--- src/rtl/skte_pkg.sv ---
// ----------------------------------------------------------------------------
// skte_pkg - shared types and codes for the sorted key table engine
// Opcodes, status codes, field widths and the cell-to-cell entry and command
// structures.
// ----------------------------------------------------------------------------
package skte_pkg;

	localparam int KEY_W    = 10;
	localparam int VAL_W    = 16;
	localparam int OP_W     = 2;
	localparam int STATUS_W = 3;
	localparam int INDEX_W  = 5;
	localparam int COUNT_W  = 6;

	localparam logic [OP_W-1:0] OP_INSERT   = 2'd0;
	localparam logic [OP_W-1:0] OP_DELETE   = 2'd1;
	localparam logic [OP_W-1:0] OP_FIND_KEY = 2'd2;
	localparam logic [OP_W-1:0] OP_FIND_VAL = 2'd3;

	localparam logic [STATUS_W-1:0] ST_DONE     = 3'd0;
	localparam logic [STATUS_W-1:0] ST_DUP      = 3'd1;
	localparam logic [STATUS_W-1:0] ST_NOTFOUND = 3'd2;
	localparam logic [STATUS_W-1:0] ST_FULL     = 3'd3;
	localparam logic [STATUS_W-1:0] ST_MATCH    = 3'd4;

	typedef struct packed {
		logic [KEY_W-1:0] key;
		logic [VAL_W-1:0] value;
	} entry_t;

	// broadcast to every cell: update strobes plus the item's key and value
	typedef struct packed {
		logic             ins;
		logic             del;
		logic [KEY_W-1:0] key;
		logic [VAL_W-1:0] value;
	} cell_cmd_t;

endpackage

--- src/rtl/skte_cell.sv ---
// ----------------------------------------------------------------------------
// skte_cell - one position of the sorted table
// Holds a key/value pair, compares it with the broadcast key and value, and on
// an insert or delete takes the entry of its lower or upper neighbor.
// ----------------------------------------------------------------------------
module skte_cell (
	input  logic                clk,
	input  skte_pkg::cell_cmd_t cmd,
	input  logic                valid,       // position below occupancy
	input  logic                prev_valid,  // tied high for position 0
	input  logic                prev_gt,     // tied low for position 0
	input  skte_pkg::entry_t    prev_ent,
	input  skte_pkg::entry_t    next_ent,
	output skte_pkg::entry_t    ent,
	output logic                gt,
	output logic                key_eq,
	output logic                val_eq
);
	import skte_pkg::*;

	entry_t ent_q;
	logic   ins_wr;
	logic   del_wr;

	assign ent    = ent_q;
	assign gt     = valid && (ent_q.key > cmd.key);
	assign key_eq = valid && (ent_q.key == cmd.key);
	assign val_eq = valid && (ent_q.value == cmd.value);

	// insert: larger keys move up one, the first free or first larger slot
	// takes the new entry
	assign ins_wr = cmd.ins && (gt || (!valid && prev_valid));
	// delete: the key is present, so every entry at or above it moves down
	assign del_wr = cmd.del && (gt || key_eq);

	always_ff @(posedge clk) begin
		if (ins_wr) begin
			if (prev_gt) begin
				ent_q <= prev_ent;
			end else begin
				ent_q <= '{key: cmd.key, value: cmd.value};
			end
		end else if (del_wr) begin
			ent_q <= next_ent;
		end
	end

endmodule

--- src/rtl/sorted_key_table_engine.sv ---
// ----------------------------------------------------------------------------
// sorted_key_table_engine - sorted key/value table built as a row of cells
// Insert, delete and search over a table kept in ascending key order.
// ----------------------------------------------------------------------------
// Usage:
//   s_axis carries one command item: opcode, entry_key, entry_value.
//   m_axis returns result items: status, match_index, entry_count, with
//   tlast set on the final result of a command.
//   Insert and delete give one result; a search gives one result per matching
//   position in ascending order, or a single not-found result.
// Timing:
//   The command is registered when accepted, compared across all cells
//   (S_CMP), then the table is updated and the first result registered
//   (S_RESP). A search then walks the match vector one position per cycle,
//   stopping at a matching position while the output register is held.
//   One command is in progress at a time; the next is accepted once the
//   current one has handed its last result to the output register.
// Reset:
//   arst_n empties the table (occupancy zero); stored entries are not cleared.
// Stall:
//   A held output register stops the engine at its next result until m_axis_tready; the table
//   is updated only when its result is loaded.
// ----------------------------------------------------------------------------
module sorted_key_table_engine #(
	parameter int CAPACITY = 32
) (
	input  logic        clk,
	input  logic        arst_n,
	input  logic        s_axis_tvalid,
	output logic        s_axis_tready,
	input  logic [31:0] s_axis_tdata,   // opcode[1:0], entry_key[11:2], entry_value[27:12]
	output logic        m_axis_tvalid,
	input  logic        m_axis_tready,
	output logic [15:0] m_axis_tdata,   // status[2:0], match_index[7:3], entry_count[13:8]
	output logic        m_axis_tlast
);
	import skte_pkg::*;

	localparam int CW = $clog2(CAPACITY + 1);
	localparam int IW = $clog2(CAPACITY);

	typedef enum logic [1:0] {
		S_IDLE,
		S_CMP,
		S_RESP
	} state_t;

	state_t              state_q;
	logic [OP_W-1:0]     op_q;
	logic [KEY_W-1:0]    key_q;
	logic [VAL_W-1:0]    value_q;
	logic [CW-1:0]       occ_q;
	logic [CAPACITY-1:0] hits_q;
	logic                any_q;
	logic [IW-1:0]       idx_q;

	logic                out_valid_q;
	logic [STATUS_W-1:0] out_status_q;
	logic [INDEX_W-1:0]  out_index_q;
	logic [COUNT_W-1:0]  out_count_q;
	logic                out_last_q;

	cell_cmd_t           cmd;
	entry_t              ent_w      [CAPACITY];
	entry_t              prev_ent_w [CAPACITY];
	entry_t              next_ent_w [CAPACITY];
	logic [CAPACITY-1:0] vld_w;
	logic [CAPACITY-1:0] prev_vld_w;
	logic [CAPACITY-1:0] prev_gt_w;
	logic [CAPACITY-1:0] gt_w;
	logic [CAPACITY-1:0] key_eq_w;
	logic [CAPACITY-1:0] val_eq_w;
	logic [CAPACITY-1:0] hit_sel;

	logic can_load;
	logic full;
	logic apply_ins;
	logic apply_del;
	logic rest_empty;
	logic res_load;

	assign can_load   = !out_valid_q || m_axis_tready;
	assign full       = (occ_q == CW'(CAPACITY));
	assign apply_ins  = (state_q == S_RESP) && (op_q == OP_INSERT) && can_load
		&& !any_q && !full;
	assign apply_del  = (state_q == S_RESP) && (op_q == OP_DELETE) && can_load && any_q;
	assign hit_sel    = (op_q == OP_FIND_VAL) ? val_eq_w : key_eq_w;
	assign rest_empty = ((hits_q >> 1) == '0);
	// a result item enters the output register this cycle
	assign res_load   = (state_q == S_RESP) && can_load
		&& (op_q == OP_INSERT || op_q == OP_DELETE || !any_q || hits_q[0]);

	assign cmd = '{ins: apply_ins, del: apply_del, key: key_q, value: value_q};

	for (genvar i = 0; i < CAPACITY; i++) begin : g_cell
		assign vld_w[i] = (occ_q > CW'(i));
		if (i == 0) begin : g_first
			assign prev_vld_w[i] = 1'b1;
			assign prev_gt_w[i]  = 1'b0;
			assign prev_ent_w[i] = '0;
		end else begin : g_mid
			assign prev_vld_w[i] = vld_w[i-1];
			assign prev_gt_w[i]  = gt_w[i-1];
			assign prev_ent_w[i] = ent_w[i-1];
		end
		if (i == CAPACITY - 1) begin : g_last
			assign next_ent_w[i] = '0;
		end else begin : g_inner
			assign next_ent_w[i] = ent_w[i+1];
		end

		skte_cell u_cell (
			.clk        (clk),
			.cmd        (cmd),
			.valid      (vld_w[i]),
			.prev_valid (prev_vld_w[i]),
			.prev_gt    (prev_gt_w[i]),
			.prev_ent   (prev_ent_w[i]),
			.next_ent   (next_ent_w[i]),
			.ent        (ent_w[i]),
			.gt         (gt_w[i]),
			.key_eq     (key_eq_w[i]),
			.val_eq     (val_eq_w[i])
		);
	end

	assign s_axis_tready = (state_q == S_IDLE);
	assign m_axis_tvalid = out_valid_q;
	assign m_axis_tdata  = {2'b00, out_count_q, out_index_q, out_status_q};
	assign m_axis_tlast  = out_last_q;

	always_ff @(posedge clk or negedge arst_n) begin
		if (!arst_n) begin
			state_q     <= S_IDLE;
			occ_q       <= '0;
			out_valid_q <= 1'b0;
		end else begin
			if (res_load) begin
				out_valid_q <= 1'b1;
			end else if (m_axis_tready) begin
				out_valid_q <= 1'b0;
			end
			case (state_q)
				S_IDLE: begin
					if (s_axis_tvalid) begin
						op_q    <= s_axis_tdata[1:0];
						key_q   <= s_axis_tdata[11:2];
						value_q <= s_axis_tdata[27:12];
						state_q <= S_CMP;
					end
				end
				S_CMP: begin
					hits_q  <= hit_sel;
					any_q   <= |hit_sel;
					idx_q   <= '0;
					state_q <= S_RESP;
				end
				S_RESP: begin
					if (op_q == OP_INSERT || op_q == OP_DELETE) begin
						if (can_load) begin
							out_index_q <= '0;
							out_last_q  <= 1'b1;
							state_q     <= S_IDLE;
							if (op_q == OP_INSERT) begin
								if (any_q) begin
									out_status_q <= ST_DUP;
									out_count_q  <= COUNT_W'(occ_q);
								end else if (full) begin
									out_status_q <= ST_FULL;
									out_count_q  <= COUNT_W'(occ_q);
								end else begin
									out_status_q <= ST_DONE;
									out_count_q  <= COUNT_W'(occ_q + CW'(1));
									occ_q        <= occ_q + CW'(1);
								end
							end else if (any_q) begin
								out_status_q <= ST_DONE;
								out_count_q  <= COUNT_W'(occ_q - CW'(1));
								occ_q        <= occ_q - CW'(1);
							end else begin
								out_status_q <= ST_NOTFOUND;
								out_count_q  <= COUNT_W'(occ_q);
							end
						end
					end else if (!any_q) begin
						if (can_load) begin
							out_status_q <= ST_NOTFOUND;
							out_index_q  <= '0;
							out_count_q  <= COUNT_W'(occ_q);
							out_last_q   <= 1'b1;
							state_q      <= S_IDLE;
						end
					end else if (hits_q[0]) begin
						if (can_load) begin
							out_status_q <= ST_MATCH;
							out_index_q  <= INDEX_W'(idx_q);
							out_count_q  <= COUNT_W'(occ_q);
							out_last_q   <= rest_empty;
							hits_q       <= hits_q >> 1;
							idx_q        <= idx_q + IW'(1);
							if (rest_empty) begin
								state_q <= S_IDLE;
							end
						end
					end else begin
						// skip a position without a match
						hits_q <= hits_q >> 1;
						idx_q  <= idx_q + IW'(1);
					end
				end
				default: begin
					state_q <= S_IDLE;
				end
			endcase
		end
	end

endmodule

--- config.mk ---
export PLATFORM = sky130hd
export DESIGN_NAME = sorted_key_table_engine
export DESIGN_NICKNAME = d
export VERILOG_FILES = /design/src/rtl/skte_pkg.sv /design/src/rtl/skte_cell.sv /design/src/rtl/sorted_key_table_engine.sv
export SDC_FILE = /design/constraint.sdc
export NUM_CORES = 2
export LEC_CHECK = 0
export BUFFER_PORTS_ARGS = -buffer_cell sky130_fd_sc_hd__buf_2
export CORE_MARGIN = 8
export CORE_UTILIZATION = 35
export DETAILED_ROUTE_END_ITERATION = 8
export SYNTH_ARGS = -nofsm -noshare
export SYNTH_HDL_FRONTEND = slang
export SYNTH_SLANG_ARGS = --single-unit
--- constraint.sdc ---
create_clock -name clk -period 7.7 [get_ports clk]
set_input_delay 0.77 -clock clk [delete_from_list [all_inputs] [get_ports clk]]
set_output_delay 0.77 -clock clk [all_outputs]
set_load 0.02 [all_outputs]
* Word-level counts from Yosys, hierarchy flattened
Cells that the tools add are included.
** Word-level totals
- Register bits after elaboration :: 922
- Latch bits :: 0
- Memory bits (writable) :: 0
- Bits in read-only memories :: 0
- Input bits :: 36
- Memories :: 0
** Cells by class
- $add $sub $neg :: 3
- $mul :: 0
- Div/mod/pow operators :: 0
- Magnitude comparators :: 64
- Equal/unequal tests :: 79
- Shift operators :: 0
- Multiplexer cells :: 145
- Bitwise logic cells :: 0
- Reduce and logical (&&, ||, !) cells :: 350
** Operators with widths (count)
- 26-bit two-way mux :: 95
- 16-bit == test :: 32
- 10-bit == test :: 32
- 10-bit > comparator :: 32
- 1-bit logical AND :: 200
- 32-bit two-way mux :: 5
- 6-bit by 5-bit > comparator with 1-bit output (second input constant) :: 16
- 1-bit logical OR :: 68
- 2-bit nonzero test :: 34
- 32-bit one-hot mux with 2 select lines :: 1
- 6-bit two-way mux :: 9
- 6-bit by 4-bit > comparator with 1-bit output (second input constant) :: 8
- 5-bit two-way mux :: 9
- 1-bit zero test :: 35
- 32-bit zero test :: 1
- 32-bit OR reduction :: 1
- 6-bit by 3-bit > comparator with 1-bit output (second input constant) :: 4
- 3-bit two-way mux :: 7
- 2-bit two-way mux :: 10
- 4-bit AND reduction :: 5
- 6-bit by 1-bit > comparator with 1-bit output (second input constant) :: 2
- 6-bit by 2-bit > comparator with 1-bit output (second input constant) :: 2
- 4-bit by 3-bit != test with 1-bit output (second input constant) :: 3
- 5-bit one-hot mux with 2 select lines :: 1
- other kinds (16) :: 29

* Depth between registers and ports, before layout
- Word-level depth :: 7
- Depth in mapped cells :: 13
- Mapped depth without buffers :: 9

* Cells and area by module
Synthesis repeated with hierarchy kept, for this count alone.
** Second synthesis, totals
- Cells, all modules :: 5475
- Area, all modules :: 65222.6 um2
** Modules (own cells, without submodules)
- skte_cell :: times used 32, cells each 158, area an instance 1894.3 um2
- sorted_key_table_engine :: times used 1, cells each 419, area an instance 4604.4 um2

* Worst setup path after synthesis
OpenSTA, ideal clock, no wires.
- Path type :: register to register
- Start :: reg key_q[3]
- End :: reg g_cell[13].u_cell.ent_q (netlist bit g_cell[13].u_cell.ent[0]) (enable)
- Setup time :: 449 ps
- Arrival :: 4205 ps
- Slack :: 3046 ps
- Stages on the path, launching flop included :: 11
- Cell sequence :: edfxtp_1 clkbuf_1 inv_1 ha_1 a21o_1 a21o_1 a21oi_1 o211ai_1 clkbuf_1 nor2_1 o31ai_1
** Between the ends
- Cells in the longest elaborated chain, start to end :: 5
- Elaborated cells on any way between the ends :: 9
- Classes of those cells :: order compare: 1; eq/ne: 1; reduce/logical: 7
** RTL lines
- from (decl) :: line sorted_key_table_engine.sv:50 : logic [KEY_W-1:0] key_q;
- from (signal assigned) :: line sorted_key_table_engine.sv:147 : key_q <= s_axis_tdata[11:2];
- 10-bit > comparator / 10-bit == test (equally long branches) :: line skte_cell.sv:26, skte_cell.sv:27
- 1-bit logical AND, on equally long branches :: line skte_cell.sv:26, skte_cell.sv:27
- 1-bit logical OR, on equally long branches :: line skte_cell.sv:34, skte_cell.sv:32
- 1-bit logical AND, on equally long branches :: line skte_cell.sv:34, skte_cell.sv:32
- 2-bit nonzero test (no source line) *
- to (signal assigned) :: line skte_cell.sv:39 : ent_q <= prev_ent;
- to (signal assigned) :: line skte_cell.sv:41 : ent_q <= '{key: cmd.key, value: cmd.value};
- to (signal assigned) :: line skte_cell.sv:44 : ent_q <= next_ent;
- to (decl) :: line skte_cell.sv:21 : entry_t ent_q;
Mark *: on every way between the ends. The rest lies on a longest branch, timed or not.
A chain may end at the register's enable or synchronous reset.

* Final worst setup path
- Start :: reg key_q[7]
- End :: reg g_cell[23].u_cell.ent_q (netlist bit g_cell[23].u_cell.ent[15]) (enable)
** Between the ends
- Cells in the longest elaborated chain, start to end :: 5
- Elaborated cells on any way between the ends :: 9
- Classes of those cells :: order compare: 1; eq/ne: 1; reduce/logical: 7
** RTL lines (line)
- 10-bit > comparator / 10-bit == test (equally long branches) :: skte_cell.sv:26, skte_cell.sv:27
- 1-bit logical AND, on equally long branches :: skte_cell.sv:26, skte_cell.sv:27
- 1-bit logical OR, on equally long branches :: skte_cell.sv:34, skte_cell.sv:32
- 1-bit logical AND, on equally long branches :: skte_cell.sv:34, skte_cell.sv:32
- 2-bit nonzero test (no source line) *
- to (signal assigned) :: skte_cell.sv:39
- to (signal assigned) :: skte_cell.sv:41
- to (signal assigned) :: skte_cell.sv:44
- to (decl) :: skte_cell.sv:21
Marked as above.

==> metrics.md <==
| Metric | Value |
|---|---|
| Status | `finished, violations left` |
| Failing checks | `DRC` |
| CTS Hold Bufs | `1` |
| Seq/Total Area, Yosys | `between 40 and 50%` |
| FP Rows | `roughly 160` |
| RR Startpoint | `key_q[7]` |
| Antenna violations before repair | `0` |
| Setup TNS | `0 ns` |
| Critical Path AT | `roughly 5.5 ns` |
| DR vias | `approximately 43000` |
| Slowest cell on crit path | `a31oi_4` |
| Clock Sinks | `a little over 900` |
| FILL cells | `17000` |
| HP Class | `input port to flop` |
| Starting Density | `a little over a third` |
| Yosys reg bits | `922` |
| Synth Instances | `approximately 5200` |
| Die width | `approximately 440 um` |
| First-pass GRT wire length | `approximately 280000 um` |
| TritonCTS clock tree | `done` |
| Synth area leader | `edfxtp_1` |
| Largest net degree at the start of global routing | `65` |
| Synth top area share | `43.7%` |
| Maximum VDD drop | `between 0.2 and 0.25 mV` |
| Syn_area_per_cell | `~12 um2` |
| Final wirelength | `between 150000 and 200000 um` |
| Final Hold Viols | `0` |
| H-Tree Depth | `3` |
| Core Area | `about 180000 um2` |
| Fin crit share | `about two thirds` |
| Crit path required time | `8.09 ns` |
| DR DRC count | `2` |
| Skew-Pair Late Insertion Delay | `roughly 0.74 ns` |
| Area grow syn2layout | `9.69%` |
| Resize count post-CTS | `0` |
| Fmax | `between 150 and 200 MHz` |
| Wire per inst | `24.5 um` |
| Setup Fix Bufs, Post-CTS | `0` |
| I/O Buffers | `48` |
| Vias per cell | `5.60` |
| Final worst path period need | `approximately 5 ns` |
| Antenna Nets Post-Route | `0` |
| GR Overflow Total | `0` |
| DIE AREA | `193000 um2` |
| Crit path cell chain | `inv_2 > buf_4 > ha_1 > nand3_1 > nor3_1 > nor2_2 > buf_4 > nand2_1 > a21o_1 > a31oi_4 > nand2b_1 > buf_4` |
| Register area | `approximately 28000 um2` |
| RSZ-0062 raised after global routing | `no` |
| Drt first pass iters | `8` |
| Max clock buf depth | `3` |
| Max_slew headroom | `16.0%` |
| Worst Path Max Fanout | `28` |
| WS Path Type | `flop to flop` |
| Cell repeated most along the worst path | `buf_4` |
| CP max stage delay | `about 0.92 ns` |
| Multi-input gate area | `roughly 33000 um2` |
| Hold Path Depth | `1` |
| DRT iter0 DRCs | `3581` |
| Vias in the first global route | `43894` |
| CTS Root Cell | `clkbuf_16` |
| Synth top area cells | `edfxtp_1 (44%), mux2_2 (19%), ha_1 (6.5%)` |
| Worst hold path startpoint | `s_axis_tdata[16]` |
| R2r setup slk | `between 2 and 3 ns` |
| Pre-CTS WS | `about 2.7 ns` |
| Ports | `55` |
| GRT Overall Usage | `between 10% and 20%` |
| Cells on worst reg2reg path | `12` |
| Die Y | `approximately 440 um` |
| Post-synth EDFFs | `slightly above 900` |
| Measured slew at the worst slew-check pin | `approximately 1.3 ns` |
| Number of CTS-inserted buffers | `~110` |
| Async SR Flop Fraction | `less than 1%` |
| Min-Delay Endpoint | `value_q[4]` |
| Leak | `about 25 nW` |
| PD cells | `~230 nW/um2` |
| Max-cap violations | `0` |
| Final setup violation count | `0` |
| Critical path startpoint category | `flop` |
| R2r endpoint | `g_cell[23].u_cell.ent[15]` |
| CP Capture Type | `flop` |
| Slew Viols, Final | `0` |
| Setup ws final | `between 2 and 3 ns` |
| Nets | `5532` |
| Share of cells above drive strength 1 | `between 20% and 30%` |
| Routability cong. | `approximately 0.89` |
| Yosys warns | `0` |
| Skew final | `around 0.037 ns` |
| Post-DP HPWL | `around 130000 um` |
| Clock-pin slew on the worst setup and hold paths | `~0.06 ns` |
| Main synth FF type | `edfxtp_1` |
| Unique masters post-synth | `between 80 and 90` |
| Netlist Area Pre-Place | `about 63000 um2` |
## Yosys cell counts, drive strengths merged, types with 21 or more instances
library cell,instances
nor4,59
nor2b,37
o21ai,165
edfxtp,913
xor2,161
clkbuf,173
nand2,202
and3,22
buf,196
and2,21
o31ai,23
inv,97
mux2,1102
o211ai,54
nor3,56
nor2,229
a21o,111
mux2i,242
a31oi,35
xnor2,358
nand4,142
ha,325
a21oi,275
nand3,88
## worst max path at each step
| stage | from | to | slack, ns | depth (start not counted) |
|---|---|---|---|---|
| final | key_q[7] | g_cell[23].u_cell.ent[15] | 2.58 | 12 |
| after global routing | key_q[7] | g_cell[23].u_cell.ent[15] | 2.45 | 12 |
| after CTS | key_q[7] | g_cell[23].u_cell.ent[15] | 2.69 | 12 |
| after detailed placement | key_q[7] | g_cell[23].u_cell.ent[15] | 2.72 | 12 |
| after global placement | key_q[7] | g_cell[23].u_cell.ent[15] | 2.81 | 12 |
| after floorplan | key_q[3] | g_cell[13].u_cell.ent[0] | 3.05 | 10 |
## cells by family (layout without fill, tap and decap cells)
kind of cell | count (synthesis) | after routing | synth area share, %
AOI/OAI and AO/OA | 753 | 753 | 7.58
adders and majority gates | 325 | 325 | 6.48
xor gates and xnor gates | 519 | 519 | 7.25
DFF | 922 | 922 | 44.1
and+or+nand+nor | 913 | 913 | 7.32
muxes | 1344 | 1344 | 23.9
other | 1 | 3 | 0.00598
buffers and inverters | 467 | 476 | 3.41
## per-stage QoR
stage	cells	cell area, um2	total power, mW	utilization, %	hold slack, ns
after floorplan	5245	62700	9.34	-	0.474
after detailed placement	7415	65500	10.6	36.7	0.546
final	7610	68800	15.5	38.6	0.205
after CTS	7609	68800	15.6	38.6	0.145
after global routing	7609	68800	16.1	38.6	0.162
after global placement	7415	65500	10.5	36.7	0.533
## where the power goes
group          internal [mW]  leakage [nW]  switching, mW
sequential              5.76          8.42          0.217
combinational           1.87          15.0           2.68
clock                   2.80          1.63           2.20
total                   10.4          25.1           5.09
## worst max-delay path, delay by kind of cell, from the launching register on
| family | cells | cell delay (ns) |
|---|---|---|
| adders and majority gates | 1 | 0.31 |
| and+or+nand+nor | 5 | 0.83 |
| DFF | 1 | 0.51 |
| buffers and inverters | 4 | 1.61 |
| AOI/OAI and AO/OA | 2 | 1.46 |
## sequential cells by signal, summed over array words and instances, names as in the netlist, 2 cells and up
signal,flops
occ_q,6
value_q,16
idx_q,5
key_q,10
out_status_q,3
op_q,2
out_count_q,6
state_q,2
hits_q,32
g_cell.u_cell.ent,832
out_index_q,5
## layer usage
metal	track usage (%)	part of all wire [%]	wire (um)	vias to the layer above
li1	-	-	-	19582
met1	24.5	43	80700	21461
met2	31.8	49	90600	1206
met3	2.31	4.6	8570	337
met4	6.56	3.7	6910	0
met5	0	0	0	-
## cell usage in the layout, fill, tap and decap left out, types with 53 or more instances in the layout
cell type	synthesis	final
mux2_2	1061	1061
nor4_1	59	59
o211ai_1	53	53
inv_1	97	88
xnor2_1	358	358
a21oi_1	264	261
nand2_1	201	199
nor2_1	223	222
buf_4	31	129
xor2_1	161	161
nand3_1	86	83
clkbuf_16	0	110
nand4_1	142	142
edfxtp_1	913	913
o21ai_0	157	157
ha_1	325	325
mux2i_1	242	242
a21o_1	111	111
## area by class of cell
class / count / share of cell area (%)
diodes: 1 / 0.00364
clock buffers: 133 / 4.13
clock inverters: 60 / 0.677
inverters: 98 / 0.535
multi-input cells: 3856 / 48.2
flip-flops and latches: 922 / 40.2
well taps: 2355 / 4.28
repair buffers: 185 / 1.98
Power figures use the tool's default switching activity.
